`src/design/assert_macros.svh`:
```
// assertion macros shared by the hash block rtl
// no dependencies; included by files that carry concurrent checks
`ifndef ASSERT_MACROS_SVH
`define ASSERT_MACROS_SVH

// same-cycle implication under synchronous active-low reset
`define WMXH_ASSERT_SAME(lbl, clk, rst_n, ante, cons, msg) \
    lbl: assert property (@(posedge clk) disable iff (!rst_n) (ante) |-> (cons)) \
        else $error(msg);

// next-cycle implication under synchronous active-low reset
`define WMXH_ASSERT_NEXT(lbl, clk, rst_n, ante, cons, msg) \
    lbl: assert property (@(posedge clk) disable iff (!rst_n) (ante) |=> (cons)) \
        else $error(msg);

`endif

```
`src/design/wmxh_pkg.sv`:
```
// types, constants and register codes for the word multiply xor byte hash
// no dependencies; imported by every module of the block
package wmxh_pkg;

    localparam int WORD_W    = 32;
    localparam int BYTE_W    = 8;
    localparam int PART_W    = 24;
    localparam int CNT_W     = $clog2(WORD_W);
    localparam int CFG_IDX_W = 2;

    localparam logic [CFG_IDX_W-1:0] CFG_SEED  = 2'd0;
    localparam logic [CFG_IDX_W-1:0] CFG_PRIME = 2'd1;
    localparam logic [CFG_IDX_W-1:0] CFG_RANGE = 2'd2;

    localparam logic [WORD_W-1:0] SEED_RST  = 32'd0;
    localparam logic [WORD_W-1:0] PRIME_RST = 32'd1;
    localparam logic [WORD_W-1:0] RANGE_RST = 32'd0;

    typedef enum logic {
        ALU_MUL,
        ALU_MOD
    } t_alu_op;

    typedef enum logic [1:0] {
        S_IDLE,
        S_MUL,
        S_MOD,
        S_EMIT
    } t_state;

    typedef struct packed {
        logic [WORD_W-1:0] seed;
        logic [WORD_W-1:0] prime;
        logic [WORD_W-1:0] range;
    } t_cfg;

    typedef struct packed {
        logic              start;
        t_alu_op           op;
        logic [WORD_W-1:0] a;
        logic [WORD_W-1:0] b;
    } t_alu_req;

    typedef struct packed {
        logic busy;
        logic done;
    } t_alu_stat;

endpackage

```
`src/design/wmxh_cfg.sv`:
```
// configuration register file: seed, prime and range
// depends on wmxh_pkg
module wmxh_cfg (
    input  logic                               i_clk,
    input  logic                               i_rst_n,
    input  logic                               i_cfg_valid,
    output logic                               o_cfg_ready,
    input  logic [wmxh_pkg::CFG_IDX_W-1:0]     i_cfg_index,
    input  logic [wmxh_pkg::WORD_W-1:0]        i_cfg_data,
    output wmxh_pkg::t_cfg                     o_cfg
);
    import wmxh_pkg::*;

    t_cfg r_cfg;

    assign o_cfg_ready = 1'b1;
    assign o_cfg       = r_cfg;

    always_ff @(posedge i_clk) begin
        if (!i_rst_n) begin
            r_cfg.seed  <= SEED_RST;
            r_cfg.prime <= PRIME_RST;
            r_cfg.range <= RANGE_RST;
        end else if (i_cfg_valid) begin
            unique case (i_cfg_index)
                CFG_SEED:  r_cfg.seed  <= i_cfg_data;
                CFG_PRIME: r_cfg.prime <= i_cfg_data;
                CFG_RANGE: r_cfg.range <= i_cfg_data;
                default: ;
            endcase
        end
    end

endmodule

```
`src/design/wmxh_alu.sv`:
```
// shared shift-add multiplier (low word) and restoring remainder unit
// one bit per cycle through a single adder; depends on wmxh_pkg
`include "assert_macros.svh"

module wmxh_alu (
    input  logic                          i_clk,
    input  logic                          i_rst_n,
    input  wmxh_pkg::t_alu_req            i_req,
    output wmxh_pkg::t_alu_stat           o_stat,
    output logic [wmxh_pkg::WORD_W-1:0]   o_res
);
    import wmxh_pkg::*;

    logic              r_busy;
    logic              r_done;
    logic [CNT_W-1:0]  r_cnt;
    t_alu_op           r_op;
    logic [WORD_W-1:0] r_x;
    logic [WORD_W-1:0] r_y;
    logic [WORD_W-1:0] r_z;

    logic [WORD_W:0]   rem_sh;
    logic [WORD_W:0]   add_x;
    logic [WORD_W:0]   add_y;
    logic              add_sub;
    logic [WORD_W+1:0] add_res;
    logic [WORD_W-1:0] n_x;

    assign rem_sh = {r_x, r_z[WORD_W-1]};

    // the one shared adder
    always_comb begin
        if (r_op == ALU_MOD) begin
            add_x   = rem_sh;
            add_y   = {1'b0, r_y};
            add_sub = 1'b1;
        end else begin
            add_x   = {1'b0, r_x};
            add_y   = {1'b0, r_y};
            add_sub = 1'b0;
        end
        add_res = {1'b0, add_x} + ({1'b0, add_y} ^ {(WORD_W+2){add_sub}})
                + {{(WORD_W+1){1'b0}}, add_sub};
    end

    always_comb begin
        if (r_op == ALU_MOD) begin
            n_x = add_res[WORD_W+1] ? rem_sh[WORD_W-1:0] : add_res[WORD_W-1:0];
        end else begin
            n_x = r_z[0] ? add_res[WORD_W-1:0] : r_x;
        end
    end

    always_ff @(posedge i_clk) begin
        if (!i_rst_n) begin
            r_busy <= 1'b0;
            r_done <= 1'b0;
            r_cnt  <= '0;
            r_op   <= ALU_MUL;
        end else begin
            r_done <= 1'b0;
            if (i_req.start) begin
                r_busy <= 1'b1;
                r_cnt  <= '0;
                r_op   <= i_req.op;
            end else if (r_busy) begin
                r_cnt <= r_cnt + 1'b1;
                if (r_cnt == CNT_W'(WORD_W - 1)) begin
                    r_busy <= 1'b0;
                    r_done <= 1'b1;
                end
            end
        end
    end

    always_ff @(posedge i_clk) begin
        if (i_req.start) begin
            r_x <= '0;
            r_y <= (i_req.op == ALU_MUL) ? i_req.a : i_req.b;
            r_z <= (i_req.op == ALU_MUL) ? i_req.b : i_req.a;
        end else if (r_busy) begin
            r_x <= n_x;
            if (r_op == ALU_MUL) begin
                r_y <= {r_y[WORD_W-2:0], 1'b0};
                r_z <= {1'b0, r_z[WORD_W-1:1]};
            end else begin
                r_z <= {r_z[WORD_W-2:0], 1'b0};
            end
        end
    end

    assign o_stat.busy = r_busy;
    assign o_stat.done = r_done;
    assign o_res       = r_x;

    `WMXH_ASSERT_SAME(a_start_idle, i_clk, i_rst_n, i_req.start, !r_busy, "alu start while busy")
    `WMXH_ASSERT_NEXT(a_done_after_run, i_clk, i_rst_n, r_busy && !i_req.start && (r_cnt == CNT_W'(WORD_W - 1)), r_done && !r_busy, "alu run did not finish")

endmodule

```
`src/design/word_multiply_xor_byte_hash.sv`:
```
// byte stream hash: bytes packed msb first into words, acc = acc * prime ^ word
// a byte that neither completes a word nor ends the message is packed into the partial word; a byte that
// completes a word starts a 32-step shift-add multiply in the shared alu
// a last byte does the same, and with a nonzero range the product is then reduced by a remainder
// in the shared alu; an empty beat gives hash 0; held output stalls
// synchronous active-low reset: registers seed 0, prime 1, range 0, no message in progress
`include "assert_macros.svh"

module word_multiply_xor_byte_hash (
    input  logic                               i_clk,
    input  logic                               i_rst_n,
    input  logic                               s_tvalid,
    output logic                               s_tready,
    input  logic [wmxh_pkg::BYTE_W-1:0]        s_tdata,   // [7:0] data_byte
    input  logic                               s_tlast,
    input  logic                               s_tuser,   // [0] empty_message
    output logic                               m_tvalid,
    input  logic                               m_tready,
    output logic [wmxh_pkg::WORD_W-1:0]        m_tdata,   // [31:0] hash_value
    input  logic                               i_cfg_valid,
    output logic                               o_cfg_ready,
    input  logic [wmxh_pkg::CFG_IDX_W-1:0]     i_cfg_index,
    input  logic [wmxh_pkg::WORD_W-1:0]        i_cfg_data
);
    import wmxh_pkg::*;

    t_cfg        cfg;
    t_alu_req    alu_req;
    t_alu_stat   alu_stat;
    logic [WORD_W-1:0] alu_res;

    t_state            r_state,    n_state;
    logic              r_in_msg,   n_in_msg;
    logic [1:0]        r_bytes,    n_bytes;
    logic [PART_W-1:0] r_partial,  n_partial;
    logic [WORD_W-1:0] r_acc,      n_acc;
    logic [WORD_W-1:0] r_word,     n_word;
    logic              r_last,     n_last;
    logic [WORD_W-1:0] r_res,      n_res;
    logic              r_out_valid, n_out_valid;
    logic [WORD_W-1:0] r_out_data,  n_out_data;

    logic [WORD_W-1:0] acc_base;
    logic [WORD_W-1:0] word_in;
    logic [WORD_W-1:0] acc_new;
    logic              emit_go;

    wmxh_cfg u_cfg (
        .i_clk       (i_clk),
        .i_rst_n     (i_rst_n),
        .i_cfg_valid (i_cfg_valid),
        .o_cfg_ready (o_cfg_ready),
        .i_cfg_index (i_cfg_index),
        .i_cfg_data  (i_cfg_data),
        .o_cfg       (cfg)
    );

    wmxh_alu u_alu (
        .i_clk   (i_clk),
        .i_rst_n (i_rst_n),
        .i_req   (alu_req),
        .o_stat  (alu_stat),
        .o_res   (alu_res)
    );

    assign acc_base = r_in_msg ? r_acc : cfg.seed;
    assign acc_new  = alu_res ^ r_word;
    assign emit_go  = (r_state == S_EMIT) && (!r_out_valid || m_tready);

    // word with the new byte, left aligned and zero padded
    always_comb begin
        case (r_bytes)
            2'd0:    word_in = {s_tdata, 24'd0};
            2'd1:    word_in = {r_partial[7:0], s_tdata, 16'd0};
            2'd2:    word_in = {r_partial[15:0], s_tdata, 8'd0};
            default: word_in = {r_partial, s_tdata};
        endcase
    end

    always_ff @(posedge i_clk) begin
        if (!i_rst_n) begin
            r_state     <= S_IDLE;
            r_in_msg    <= 1'b0;
            r_bytes     <= '0;
            r_out_valid <= 1'b0;
        end else begin
            r_state     <= n_state;
            r_in_msg    <= n_in_msg;
            r_bytes     <= n_bytes;
            r_out_valid <= n_out_valid;
        end
    end

    always_ff @(posedge i_clk) begin
        r_partial  <= n_partial;
        r_acc      <= n_acc;
        r_word     <= n_word;
        r_last     <= n_last;
        r_res      <= n_res;
        r_out_data <= n_out_data;
    end

    always_comb begin
        n_state     = r_state;
        n_in_msg    = r_in_msg;
        n_bytes     = r_bytes;
        n_partial   = r_partial;
        n_acc       = r_acc;
        n_word      = r_word;
        n_last      = r_last;
        n_res       = r_res;
        alu_req.start = 1'b0;
        alu_req.op    = ALU_MUL;
        alu_req.a     = acc_base;
        alu_req.b     = cfg.prime;
        s_tready    = (r_state == S_IDLE);

        unique case (r_state)
            S_IDLE: begin
                if (s_tvalid) begin
                    if (s_tuser) begin
                        n_in_msg = 1'b0;
                        n_bytes  = '0;
                        n_res    = '0;
                        n_state  = S_EMIT;
                    end else begin
                        n_in_msg = 1'b1;
                        n_acc    = acc_base;
                        if ((r_bytes == 2'd3) || s_tlast) begin
                            alu_req.start = 1'b1;
                            n_word        = word_in;
                            n_last        = s_tlast;
                            n_bytes       = '0;
                            n_state       = S_MUL;
                        end else begin
                            n_partial = {r_partial[15:0], s_tdata};
                            n_bytes   = r_bytes + 2'd1;
                        end
                    end
                end
            end
            S_MUL: begin
                if (alu_stat.done) begin
                    n_acc = acc_new;
                    if (r_last) begin
                        n_in_msg = 1'b0;
                        if (cfg.range != '0) begin
                            alu_req.start = 1'b1;
                            alu_req.op    = ALU_MOD;
                            alu_req.a     = acc_new;
                            alu_req.b     = cfg.range;
                            n_state       = S_MOD;
                        end else begin
                            n_res   = acc_new;
                            n_state = S_EMIT;
                        end
                    end else begin
                        n_state = S_IDLE;
                    end
                end
            end
            S_MOD: begin
                if (alu_stat.done) begin
                    n_res   = alu_res;
                    n_state = S_EMIT;
                end
            end
            S_EMIT: begin
                if (emit_go) begin
                    n_state = S_IDLE;
                end
            end
            default: n_state = S_IDLE;
        endcase
    end

    // output register
    always_comb begin
        n_out_valid = r_out_valid && !m_tready;
        n_out_data  = r_out_data;
        if (emit_go) begin
            n_out_valid = 1'b1;
            n_out_data  = r_res;
        end
    end

    assign m_tvalid = r_out_valid;
    assign m_tdata  = r_out_data;

    `WMXH_ASSERT_SAME(a_bytes_in_msg, i_clk, i_rst_n, r_bytes != 2'd0, r_in_msg, "partial word outside a message")
    `WMXH_ASSERT_SAME(a_mod_nonzero, i_clk, i_rst_n, alu_req.start && (alu_req.op == ALU_MOD), cfg.range != '0, "remainder by zero range")
    `WMXH_ASSERT_SAME(a_done_in_run, i_clk, i_rst_n, alu_stat.done, (r_state == S_MUL) || (r_state == S_MOD), "alu done outside a run state")

endmodule
```
`config.mk`:
```
export PLATFORM = sky130hd
export DESIGN_NAME = word_multiply_xor_byte_hash
export DESIGN_NICKNAME = d
export VERILOG_FILES = /design/src/design/wmxh_pkg.sv /design/src/design/wmxh_cfg.sv /design/src/design/wmxh_alu.sv /design/src/design/word_multiply_xor_byte_hash.sv
export VERILOG_INCLUDE_DIRS = /design/src /design/src/design
export SDC_FILE = /design/constraint.sdc
export NUM_CORES = 1
export LEC_CHECK = 0
export BUFFER_PORTS_ARGS = -buffer_cell sky130_fd_sc_hd__clkbuf_2
export CAP_MARGIN = 20
export CORE_ASPECT_RATIO = 0.7
export CORE_MARGIN = 4
export CORE_UTILIZATION = 30
export CTS_CLUSTER_DIAMETER = 50
export DETAILED_ROUTE_END_ITERATION = 16
export PLACE_DENSITY = 0.53
export SLEW_MARGIN = 20
export SYNTH_ARGS = -nofsm -noshare
export SYNTH_HDL_FRONTEND = slang
export SYNTH_HIERARCHICAL = 1
export SYNTH_SLANG_ARGS = --single-unit
```
`constraint.sdc`:
```
create_clock -name i_clk -period 5.1 [get_ports i_clk]
set_clock_uncertainty 0.1 [all_clocks]
set_input_delay 1.02 -clock i_clk [delete_from_list [all_inputs] [get_ports i_clk]]
set_output_delay 1.02 -clock i_clk [all_outputs]
set_load 0.005 [all_outputs]
```
==> results.cfg <==
[timing]
fmax_mhz = 229.4
period_share_pct = 85.46
max_slew.worst_pin.slew_ps = 850.3
min_period_ps = 4359
finalHoldViolations = 0
max_slew_margin_pct = 43.31
fin_setup_tns_ps = 0
maxSlewViolCount = 0
setup_viol = 0
rsz0062_at_grt = no

[global_route]
overflow = 0
grt_max_degree = 102
grt_pass1_vias = 13311
antenna_found_initial = 0
grtUsageTotal_pct = 14.67
grt_pass1_wl_um = 80270

[routing]
dr.first_iter.drc_count = 972
wl_per_cell_um = 19.26
drt_first_pass_iters = 7
drt_wl_total_um = 52450
via_count = 13551
drtAntennaViolNets = 0
drc_errors = 0
vias_per_cell = 4.976

[yosys]
yosys_warnings = 6
synth_fp_nets = 1880
syn-mean-instance-area_um2 = 10.91
synth_cells = 1788
netlist_area_um2 = 19510

[place]
dp_hpwl_um = 38140
place.gp.congestion = 0.8809
place_area_um2 = 20720
portBuffers = 82

[worst_setup_path]
cp.required_ps = 5450
cp_max_fo = 40
cp-start-kind = flop
arrival_ps = 4710
endpoint_kind = flop
worstSetupPathType = reg -> reg

[power_and_ir_drop]
leakagePower_uw = 0.008200
irDropWorstVdd_mv = 0.2154
p_per_area_nw_per_um2 = 478.3

[status]
outcome = complete, no violations

[floorplanning]
core_area_um2 = 63780
start_util_pct = 30.59
std_cell_rows = 77
die-width_um = 312.8
die_h_um = 221.4
ios = 84
die_area_um2 = 69240

[finish]
final_common_cell = mux2i_1
mostFrequentLayoutCells = 267 x mux2i_1, 222 x nand2_1, 217 x edfxtp_1
syn_to_final_growth_pct = 12.85
stdcell_area_um2 = 22020
fin_util_pct = 34.52
layout-drive-gt1-share_pct = 17.12
nNetsFinal = 1915

[clock_tree]
post_cts_resized = 0
clock-root-buffer = clkbuf_16
clockBufferDepth = 3
cts-buffers-inserted = 39
worstSkewPairLatency_ps = 540
cts_tree = built
cts_setup_buffers = 0
cts.sinks = 359
cts_hold_buffers = 0
h-tree-depth = 2
clk_pin_slew_ps = 60

[hold_path]
hp-class = reg -> reg

[run]
drv_cap = 0
report_power, final:
group / switching [uW] / internal, uW / total (uW)
sequential: 455 / 3820 / 4280
clock: 1230 / 1640 / 2870
combinational: 2020 / 1360 / 3380
routing by layer:
metal,wire (um),part of all wire (%),up-vias,global-route usage [%]
li1,-,-,6559,-
met1,26640,51,6636,22.14
met2,22300,43,286,21.98
met3,2504,4.8,70,2.460
met4,1006,1.9,0,3.011
met5,0,0,-,0
path summary, 6_finish.rpt:
kind,from,end,slack (ps),depth (start not counted)
hold reg to reg,r_res[8]$_DFFE_PP_,m_tdata[8]$_DFFE_PP_,320,0
setup / recovery,u_alu/r_op$_SDFFE_PN0P_,u_alu/o_res[28]$_SDFFE_PP0P_,740,12
setup reg to reg,u_alu/r_op$_SDFFE_PN0P_,u_alu/o_res[28]$_SDFFE_PP0P_,740,12
hold / removal,r_res[8]$_DFFE_PP_,m_tdata[8]$_DFFE_PP_,320,0
critical path, cell delays in order (launching register included):
cell	delay (ps)
dfxtp_4	530
buf_12	290
mux2_2	370
ha_1	380
a21oi_1	270
o211ai_1	190
a32o_1	300
o311ai_0	730
a21oi_1	240
a211oi_1	330
xnor2_1	160
nand2_1	80
a311oi_2	260
area by class of cell:
type                       count  area [um2]
multi-input combinational   1276        9438
antenna                        2       5.005
inverter                      27       102.6
sequential                   359        9364
clock inverter                17       202.7
tap                          869        1087
timing repair buffer         120       748.2
fill                        6431       41760
clock buffer                  53        1069
stage by stage:
step	instances	hold WS (ps)	setup slack (ps)	power (uW)
floorplan	1788	300.3	836.8	6624
global placement	2650	305.1	1006	7669
detailed placement	2650	304.5	927.9	7708
CTS	2720	318.7	888.5	10630
global route	2721	326.0	647.6	11150
finish	2723	317.8	741.5	10530
registers in the layout (all words and copies together), names as in the netlist, 2 cells and up:
signal       flops
r_res           32
u_alu/r_y       32
u_alu/o_res     32
r_partial       24
r_bytes          2
r_state          2
m_tdata         32
u_alu/r_z       32
u_alu/r_cnt      5
r_acc           32
u_cfg/o_cfg     96
r_word          32
Power figures use the tool's default switching activity.
